**src/design/bce_pkg.sv**
```systemverilog
// Package for the battery charge estimator: payload types, register indexes and breakpoint tables.
package bce_pkg;

  localparam int ADC_BITS   = 12;
  localparam int GAIN_W     = 20;
  localparam int CFG_IDX_W  = 2;
  localparam int MV_W       = 16;
  localparam int PCT_W      = 7;
  localparam int SEG_W      = 4;
  localparam int NUM_SEGS   = 11;
  localparam int RISE_W     = 5;
  localparam int RECIP_W    = 22;
  localparam int RECIP_SHIFT = 28;
  localparam int QUOT_W     = 9;

  localparam logic [MV_W-1:0]  MV_MAX  = 16'hFFFF;
  localparam logic [PCT_W-1:0] PCT_MAX = 7'd100;

  localparam logic [GAIN_W-1:0] FRONT_GAIN_RESET = 20'd329936;
  localparam logic [GAIN_W-1:0] REAR_GAIN_RESET  = 20'd329597;

  localparam logic [CFG_IDX_W-1:0] REG_FRONT_GAIN = 2'd0;
  localparam logic [CFG_IDX_W-1:0] REG_REAR_GAIN  = 2'd1;

  typedef struct packed {
    logic                channel;
    logic [ADC_BITS-1:0] adc_sample;
  } item_t;

  typedef struct packed {
    logic [PCT_W-1:0] charge_percent;
    logic [MV_W-1:0]  voltage_mv;
  } result_t;

  // Segment k spans from breakpoint k (its base) up to breakpoint k-1.
  // Segment zero means the voltage is at or below the lowest breakpoint.
  localparam logic [MV_W-1:0] SEG_BASE_MV [NUM_SEGS] = '{
    16'd0, 16'd10050, 16'd9975, 16'd9900, 16'd9825, 16'd9750,
    16'd9675, 16'd9600, 16'd9375, 16'd9000, 16'd7500
  };

  localparam logic [PCT_W-1:0] SEG_BASE_PCT [NUM_SEGS] = '{
    7'd0, 7'd99, 7'd90, 7'd70, 7'd40, 7'd30, 7'd20, 7'd17, 7'd14, 7'd9, 7'd0
  };

  localparam logic [RISE_W-1:0] SEG_RISE [NUM_SEGS] = '{
    5'd0, 5'd1, 5'd9, 5'd20, 5'd30, 5'd10, 5'd10, 5'd3, 5'd3, 5'd5, 5'd9
  };

  // Rounded-up reciprocals of each segment's width in millivolts, scaled by
  // two to the RECIP_SHIFT. Exact quotients for any 16-bit numerator.
  localparam logic [RECIP_W-1:0] SEG_RECIP [NUM_SEGS] = '{
    22'd0, 22'd1789570, 22'd3579140, 22'd3579140, 22'd3579140, 22'd3579140,
    22'd3579140, 22'd3579140, 22'd1193047, 22'd715828, 22'd178957
  };

endpackage

```
**src/design/battery_charge_estimator.sv**
```systemverilog
// Top level of the battery charge estimator: gain registers and a seven-stage pipeline.
//
//   channel   | handshake                  | payload
//   ----------+----------------------------+----------------------------------
//   item      | start / busy               | bce_pkg::item_t (channel, sample)
//   result    | result_valid (strobe)      | bce_pkg::result_t (percent, mV)
//   config    | cfg_valid / cfg_ready      | cfg_index, cfg_data
//
// One sample is taken every clock cycle while rst is low; its result strobe follows it
// through the valid shift register beside the data stages of the two multiplies and the
// table search. The pipeline never stalls, since the receiver takes every result strobe.
// Reset clears the valid bits and loads the gain registers; busy is high only
// while rst is held.
module battery_charge_estimator (
  input  logic                                clk,
  input  logic                                rst,
  input  logic                                start,
  output logic                                busy,
  input  bce_pkg::item_t                      item,
  output logic                                result_valid,
  output bce_pkg::result_t                    result,
  input  logic                                cfg_valid,
  output logic                                cfg_ready,
  input  logic [bce_pkg::CFG_IDX_W-1:0]       cfg_index,
  input  logic [bce_pkg::GAIN_W-1:0]          cfg_data
);

  localparam int PROD_W = bce_pkg::ADC_BITS + bce_pkg::GAIN_W;
  localparam int NUM_W  = bce_pkg::MV_W;
  localparam int QPROD_W = NUM_W + bce_pkg::RECIP_W;
  localparam int SUM_W  = bce_pkg::QUOT_W + 1;

  logic [bce_pkg::GAIN_W-1:0] front_gain;
  logic [bce_pkg::GAIN_W-1:0] rear_gain;

  logic [6:0] v;

  logic [bce_pkg::ADC_BITS-1:0] s1_sample;
  logic [bce_pkg::GAIN_W-1:0]   s1_gain;
  logic [PROD_W-1:0]            s2_prod;
  logic [bce_pkg::MV_W-1:0]     s3_mv;
  logic [bce_pkg::MV_W-1:0]     s4_mv;
  logic [bce_pkg::SEG_W-1:0]    s4_seg;
  logic [bce_pkg::MV_W-1:0]     s5_mv;
  logic [bce_pkg::SEG_W-1:0]    s5_seg;
  logic [NUM_W-1:0]             s5_num;
  logic [bce_pkg::MV_W-1:0]     s6_mv;
  logic [bce_pkg::SEG_W-1:0]    s6_seg;
  logic [bce_pkg::QUOT_W-1:0]   s6_quot;
  bce_pkg::result_t             s7_result;

  logic                       accept;
  logic [PROD_W-1:0]          mv_wide;
  logic [bce_pkg::MV_W-1:0]   mv_next;
  logic [bce_pkg::SEG_W-1:0]  seg_next;
  logic [bce_pkg::MV_W-1:0]   diff;
  logic [NUM_W+bce_pkg::RISE_W-1:0] num_wide;
  logic [QPROD_W-1:0]         qprod;
  logic [SUM_W-1:0]           pct_sum;
  logic [bce_pkg::PCT_W-1:0]  pct_next;

  assign busy      = rst;
  assign cfg_ready = !rst;
  assign accept    = start && !busy;

  always_ff @(posedge clk) begin
    if (rst) begin
      front_gain <= bce_pkg::FRONT_GAIN_RESET;
      rear_gain  <= bce_pkg::REAR_GAIN_RESET;
    end else if (cfg_valid && cfg_ready) begin
      case (cfg_index)
        bce_pkg::REG_FRONT_GAIN: front_gain <= cfg_data;
        bce_pkg::REG_REAR_GAIN:  rear_gain  <= cfg_data;
        default: ;
      endcase
    end
  end

  always_ff @(posedge clk) begin
    if (rst) begin
      v <= '0;
    end else begin
      v <= {v[5:0], accept};
    end
  end

  always_comb begin
    mv_wide = s2_prod >> 16;
    if (mv_wide > PROD_W'(bce_pkg::MV_MAX)) begin
      mv_next = bce_pkg::MV_MAX;
    end else begin
      mv_next = mv_wide[bce_pkg::MV_W-1:0];
    end
  end

  // Highest segment whose base the voltage exceeds, searched with parallel
  // compares; the lowest index wins.
  always_comb begin
    seg_next = '0;
    for (int k = bce_pkg::NUM_SEGS - 1; k >= 1; k--) begin
      if (s3_mv > bce_pkg::SEG_BASE_MV[k]) begin
        seg_next = bce_pkg::SEG_W'(k);
      end
    end
  end

  always_comb begin
    diff     = s4_mv - bce_pkg::SEG_BASE_MV[s4_seg];
    num_wide = diff * bce_pkg::SEG_RISE[s4_seg];
  end

  assign qprod = s5_num * bce_pkg::SEG_RECIP[s5_seg];

  always_comb begin
    pct_sum = SUM_W'(bce_pkg::SEG_BASE_PCT[s6_seg]) + SUM_W'(s6_quot);
    if (pct_sum > SUM_W'(bce_pkg::PCT_MAX)) begin
      pct_next = bce_pkg::PCT_MAX;
    end else begin
      pct_next = pct_sum[bce_pkg::PCT_W-1:0];
    end
  end

  always_ff @(posedge clk) begin
    s1_sample <= item.adc_sample;
    s1_gain   <= item.channel ? rear_gain : front_gain;
    s2_prod   <= s1_sample * s1_gain;
    s3_mv     <= mv_next;
    s4_mv     <= s3_mv;
    s4_seg    <= seg_next;
    s5_mv     <= s4_mv;
    s5_seg    <= s4_seg;
    // Within a segment the numerator stays below 2^16, so the top bits are zero.
    s5_num    <= num_wide[NUM_W-1:0];
    s6_mv     <= s5_mv;
    s6_seg    <= s5_seg;
    s6_quot   <= qprod[bce_pkg::RECIP_SHIFT +: bce_pkg::QUOT_W];
    s7_result.charge_percent <= pct_next;
    s7_result.voltage_mv     <= s6_mv;
  end

  assign result_valid = v[6];
  assign result       = s7_result;

endmodule

```
**config.mk**
```make
export PLATFORM = sky130hd
export DESIGN_NAME = battery_charge_estimator
export DESIGN_NICKNAME = d
export VERILOG_FILES = /design/src/design/bce_pkg.sv /design/src/design/battery_charge_estimator.sv
export SDC_FILE = /design/constraint.sdc
export NUM_CORES = 2
export LEC_CHECK = 0
export ABC_AREA = 0
export CAP_MARGIN = 40
export CORE_UTILIZATION = 48
export CTS_CLUSTER_DIAMETER = 60
export CTS_CLUSTER_SIZE = 14
export DETAILED_ROUTE_END_ITERATION = 10
export DONT_BUFFER_PORTS = 1
export PLACE_DENSITY_LB_ADDON = 0.3
export RECOVER_POWER = 100
export REMOVE_ABC_BUFFERS = 1
export SKIP_LAST_GASP = 1
export SYNTH_ARGS = -nofsm -noshare
export SYNTH_HDL_FRONTEND = slang
export SYNTH_SLANG_ARGS = --single-unit
```
**constraint.sdc**
```tcl
create_clock -name clk -period 6.95 [get_ports clk]
set_clock_uncertainty 0.05 [all_clocks]
set_input_delay 1.39 -clock clk [delete_from_list [all_inputs] [get_ports clk]]
set_output_delay 1.39 -clock clk [all_outputs]
set_load 0.03 [all_outputs]
```
=== After elaboration in Yosys (flattened, before gate mapping) ===
Memory sizes are Yosys's and may differ from the RTL's.
Cells that the tools add are included.

* Bits in registers: 235
* Latch bits: 0
* Bits in writable memories: 0
* Bits in read-only memories: 800
* Input port bits: 39
* Output and inout bits: 26
* Logic and storage cells: 73
* Memories: 4

* $add $sub $neg: 2
* $mul: 3
* Div/mod/pow operators: 0
* Order comparisons: 15
* Eq/ne operators: 1
* Shift operators: 0
* Muxes and demuxes: 18
* Bitwise logic cells: 3
* Reductions and logical operators: 8

{| class="wikitable"
|+ Memories
! memory !! depth !! width !! rd ports !! clocked after Yosys merged registers in !! write ports !! RTL line !! RTL
|-
| (name not given) || 16 || 22 || 1 || 0 || 0 || battery_charge_estimator.sv:112 || <nowiki>assign qprod = s5_num * bce_pkg::SEG_RECIP[s5_seg];</nowiki>
|-
| (name not given) || 16 || 16 || 1 || 0 || 0 || battery_charge_estimator.sv:108 || <nowiki>diff = s4_mv - bce_pkg::SEG_BASE_MV[s4_seg];</nowiki>
|-
| (name not given) || 16 || 7 || 1 || 0 || 0 || battery_charge_estimator.sv:115 || <nowiki>pct_sum = SUM_W'(bce_pkg::SEG_BASE_PCT[s6_seg]) + SUM_W'(s6_quot);</nowiki>
|-
| (name not given) || 16 || 5 || 1 || 0 || 0 || battery_charge_estimator.sv:109 || <nowiki>num_wide = diff * bce_pkg::SEG_RISE[s4_seg];</nowiki>
|}

{| class="wikitable"
|+ Operator list
! cell !! number
|-
| $gt 16x14->1 const B || 9
|-
| $mux 22 || 2
|-
| $mul 16x22->37 || 1
|-
| $mul 12x20->32 || 1
|-
| $mux 16 || 2
|-
| $mux 20 || 1
|-
| $gt 16x13->1 const B || 1
|-
| $gt 16x16->1 const B || 1
|-
| $mul 16x5->16 || 1
|-
| $sub 16x16->16 || 1
|-
| $ge 5x5->1 const B || 3
|-
| $not 4->5 || 3
|-
| $mux 7 || 2
|-
| $mux 3 || 4
|-
| $mux 4 || 3
|-
| $add 7x9->10 || 1
|-
| $gt 10x7->1 const B || 1
|-
| $mux 5 || 2
|-
| $reduce_or 7->1 || 1
|-
| $mux 2 || 2
|-
| $reduce_and 2->1 || 2
|-
| $reduce_or 3->1 || 1
|-
| $eq 2x1->1 const B || 1
|-
| $logic_and 1x1->1 || 2
|-
| 2 further kinds || 2
|}

=== Depth between registers and ports, before layout ===
* Word-level depth: 10
* Mapped depth: 29
* Depth with buffers taken out: 27

=== Least setup slack after synthesis ===
Ideal clock, no wire load.

* Kind: reg2reg
* Start: register s5_seg[3] in the netlist's numbering
* End: register s6_quot[5] in the netlist's numbering
* Setup time: 0.123 ns
* Arrival time: 6.748 ns
* Required time: 6.777 ns
* Slack: 0.029 ns
* Cell stages (with the launch flop): 26
* Path buffers: 2
* Clock period less this slack: 6.921 ns
* Cells stage by stage: dfxtp_1 -> clkbuf_1 -> clkinv_1 -> nor3_1 -> clkbuf_1 -> nor2_1 -> fa_1 -> inv_1 -> fa_1 -> fa_1 -> inv_1 -> fa_1 -> fa_1 -> inv_1 -> fa_1 -> inv_1 -> ha_1 -> a21o_1 -> a21oi_1 -> o21ai_0 -> a221oi_1 -> o21ai_1 -> a311oi_1 -> o31ai_1 -> a211oi_1 -> a21oi_1

* Longest elaborated chain between the ends: 5

{| class="wikitable"
|+ Ends and longest elaborated chain
! what !! RTL line !! RTL
|-
| start, declared || battery_charge_estimator.sv:45 || <nowiki>logic [bce_pkg::SEG_W-1:0] s5_seg;</nowiki>
|-
| start signal, assigned || battery_charge_estimator.sv:131 || <nowiki>s5_seg <= s4_seg;</nowiki>
|-
| $not 4->5 (not written as such) || battery_charge_estimator.sv:112 ||
|-
| $mem_v2 16x22 || -- ||
|-
| $mux 22 (not written as such) (2 in a row) || battery_charge_estimator.sv:112 ||
|-
| $mul 16x22->37 || battery_charge_estimator.sv:112 ||
|-
| named net qprod[33] || battery_charge_estimator.sv:58 || <nowiki>logic [QPROD_W-1:0] qprod;</nowiki>
|-
| end signal, assigned || battery_charge_estimator.sv:136 || <nowiki>s6_quot <= qprod[bce_pkg::RECIP_SHIFT +: bce_pkg::QUOT_W];</nowiki>
|-
| end, declared || battery_charge_estimator.sv:49 || <nowiki>logic [bce_pkg::QUOT_W-1:0] s6_quot;</nowiki>
|}

The timed path passes the listed nets, and every way through them passes these cells. The select of a mux whose other input is x is not followed.
A chain may end at the register's enable or synchronous reset.

=== Final worst setup path ===
* Start: register s5_seg[1] in the netlist's numbering
* End: register s6_quot[5] in the netlist's numbering

Same word-level chain as after synthesis.

==> results.py <==
metrics = {
    "outcome": {
        "outcome": "finished clean",
    },
    "clock_network": {
        "cts_buffer_depth": 3,
        "hold_buffers": 0,
        "path_clk_slew_ps": 60,
        "clock-root-buffer": "clkbuf_16",
        "numCtsBuffers": 24,
        "cts_tree": "built",
        "htreeDepth": 1,
        "worst_skew_pair.late_latency_ps": 550,
        "clkSinkCount": 219,
    },
    "finish": {
        "fillers": 4926,
        "layout.cells.non_filler": 3579,
        "multi_input_area_um2": 19250,
        "drive_above_1_share_pct": 6.456,
        "areaGrowthSynthToFinish_pct": 7.968,
        "fin_nets": 3618,
        "regArea_um2": 4389,
    },
    "global_route": {
        "grt_overflow": 0,
        "first_global_vias": 20510,
        "grt_start_max_net_pins": 49,
        "track_usage_pct": 24.44,
        "antenna_found_initial": 4,
        "grt_pass1_wl_um": 107400,
    },
    "timing": {
        "setup_viol": 0,
        "period_share_pct": 97.49,
        "hold_viol_final": 0,
        "worst_slew_margin_rel_pct": 24.63,
        "rsz0062_at_grt": "yes",
        "timing.hold.ws_ps": 269.8,
        "maxSlewViolCount": 0,
        "fmax_mhz": 147.6,
        "min_period_ps": 6776,
        "tightest_slew_ps": 1130,
    },
    "route": {
        "drtAntennaViolNets": 0,
        "initialDrtViolationCount": 1181,
        "via_count": 18890,
        "vias_per_cell": 5.278,
        "routed_wl_um": 65760,
        "wl_per_cell_um": 18.37,
        "drc": 0,
        "drtPass1Iterations": 6,
    },
    "placed_design": {
        "dp.cells": 3536,
        "io_buffers": 0,
        "dp_hpwl_um": 54830,
        "place_congestion": 1.027,
    },
    "synthesis": {
        "synth.yosys.warnings": 0,
        "async_flop_share_pct": 0,
        "ys_seq_elements": 219,
        "synth_area_um2": 26160,
        "synth_area_per_cell_um2": 9.093,
        "synth-main-ff-cell": "dfxtp_1",
        "synth-edff-count": 0,
        "syn-instance-count": 2877,
        "ys_seq_area_share_pct": 16.76,
        "synth_cell_type_count": 68,
    },
    "floorplan": {
        "io_pins": 65,
        "die_w_um": 235.5,
        "core_area_um2": 53810,
        "dieArea_um2": 55440,
        "initial_core_util_pct": 48.61,
        "die-height_um": 235.5,
        "num_rows": 85,
    },
    "worst_setup_path": {
        "end_kind": "flop",
        "r2r_start": "s5_seg[1]",
        "startpoint_type": "flop",
        "cp_data_required_time_ps": 7310,
        "critical_path_arrival_ps": 7140,
        "crit_fanout": 24,
        "crit_start": "s5_seg[1]",
        "crit_type": "flop to flop",
    },
    "worst_hold_path": {
        "hold_class": "flop to flop",
        "hold_start": "s2_prod[25]",
    },
    "job": {
        "cap_viol_max_count": 0,
    },
}
-- stage by stage --
stage | TNS, ps | instance area (µm²) | utilization (%) | worst slack [ps]
after floorplan | -8203 | 25680 | - | -1103
after global placement | -20.93 | 27280 | 50.69 | -20.93
after detailed placement | -78.71 | 27280 | 50.69 | -57.62
after CTS | 0 | 28120 | 52.26 | 0.3504
after global routing | -146.0 | 28250 | 52.49 | -56.93
final | 0 | 28250 | 52.49 | 174.5
-- cells in the final DEF, fill, tap and decap left out, types with 6 or more instances in the layout --
cell and instances:
nand2b_1 21, xor2_1 15, inv_1 575, o21bai_1 8, a21oi_1 83, dfxtp_1 217
xnor2_1 51, nor2_1 150, o21ai_0 36, mux2_2 17, or3_1 6, nand4_1 7
a21o_1 17, and2_1 125, o21ai_1 7, nor2b_1 34, ha_1 217, o21a_1 17
buf_4 79, nor3_1 13, a31oi_1 8, a211oi_1 7, clkbuf_16 25, fa_1 492
nand3_1 77, nand2_1 424, and3_1 20, or2_2 14
-- final timing paths --
path,end,slack [ps],cells past startpoint
min reg2reg,s3_mv[9],270,0
max reg2reg,s6_quot[5],170,26
min,s3_mv[9],270,0
max,s6_quot[5],170,26
-- repair_timing --
| item | 4_1_cts | 5_1_grt |
|---|---|---|
| gates cloned | 0 | 1 |
| pin swaps | 2 | 7 |
| setup endpoints to repair | 4 | 9 |
| buffers inserted | 2 | 1 |
| gates resized for setup | 6 | 28 |
-- critical path: stages, from the launching register on --
cell      delay, ps
dfxtp_4         390
buf_12          170
or2_2           320
nand2_1         370
nand3_1         170
fa_1            530
inv_1            50
fa_1            410
inv_1            90
fa_1            400
inv_1            80
fa_1            450
fa_1            570
inv_1            60
fa_1            530
inv_1            40
ha_1            320
a21o_1          160
a21oi_1         130
o21ai_1         120
a221oi_4        310
o21ai_2         140
a311oi_2        200
buf_4           180
o31ai_2          80
a211oi_1        240
a21oi_1          70
-- cells by family after synthesis --
kind of cell    after synthesis  synth area share (%)
compound gates              231                 5.553
xor+xnor                     67                 2.296
fa+ha+maj                   709                 48.03
buf+inv                     703                 10.13
flops                       219                 16.76
mux                          26                 1.119
simple gates                922                 16.12
-- routing by layer --
layer	vias to the layer above	share of wire (%)	GRT usage, %
met5	-	0.015	0
met4	2	3.6	8.021
met3	153	6.2	3.811
met2	657	49	41.94
met1	9383	41	31.51
li1	8695	-	-
-- synth_stat cells, types with 3 or more instances --
cell type / count / area, µm²
inv_1: 575 / 2158
fa_1: 492 / 9849
nand2_1: 429 / 1610
dfxtp_1: 219 / 4384
ha_1: 217 / 2715
nor2_1: 153 / 574.3
and2_1: 128 / 800.8
clkbuf_1: 118 / 442.9
a21oi_1: 83 / 415.4
nand3_1: 77 / 385.4
xnor2_1: 51 / 446.7
nor2b_1: 34 / 212.7
o21ai_0: 29 / 145.1
mux2_2: 22 / 247.7
nand2b_1: 21 / 131.4
and3_1: 20 / 125.1
a21o_1: 19 / 142.6
o21a_1: 17 / 127.6
nor3_1: 16 / 80.08
o21ai_1: 15 / 75.07
xor2_1: 15 / 131.4
or2_2: 14 / 87.58
a211oi_1: 9 / 67.56
a31oi_1: 8 / 50.05
o21bai_1: 8 / 60.06
nand4_1: 7 / 43.79
or3_1: 7 / 43.79
o211ai_1: 5 / 37.54
o31ai_1: 5 / 37.54
a21boi_0: 4 / 30.03
clkinv_1: 4 / 15.01
nand3b_1: 4 / 30.03
a221oi_1: 3 / 26.28
mux2i_1: 3 / 30.03
nor4_1: 3 / 18.77
-- cell type report --
cell class | instances | share of cell area (%)
Multi-Input combinational cell | 1955 | 68.14
Clock buffer | 26 | 2.224
Clock inverter | 11 | 0.6290
Sequential cell | 219 | 15.54
Antenna cell | 2 | 0.01772
Inverter | 579 | 7.694
Tap cell | 696 | 3.083
Timing Repair Buffer | 91 | 2.676
-- sequential cells by signal, summed over array words and instances (netlist names) --
name,flops
front_gain,20
rear_gain,20
result,23
s1_gain,20
s1_sample,12
s2_prod,16
s3_mv,16
s4_mv,16
s4_seg,4
s5_mv,16
s5_num,16
s5_seg,4
s6_mv,16
s6_quot,9
s6_seg,4
v,7
Power is not shown: default switching activity piles up to over one toggle a cycle in this logic, so the estimate is an artifact.
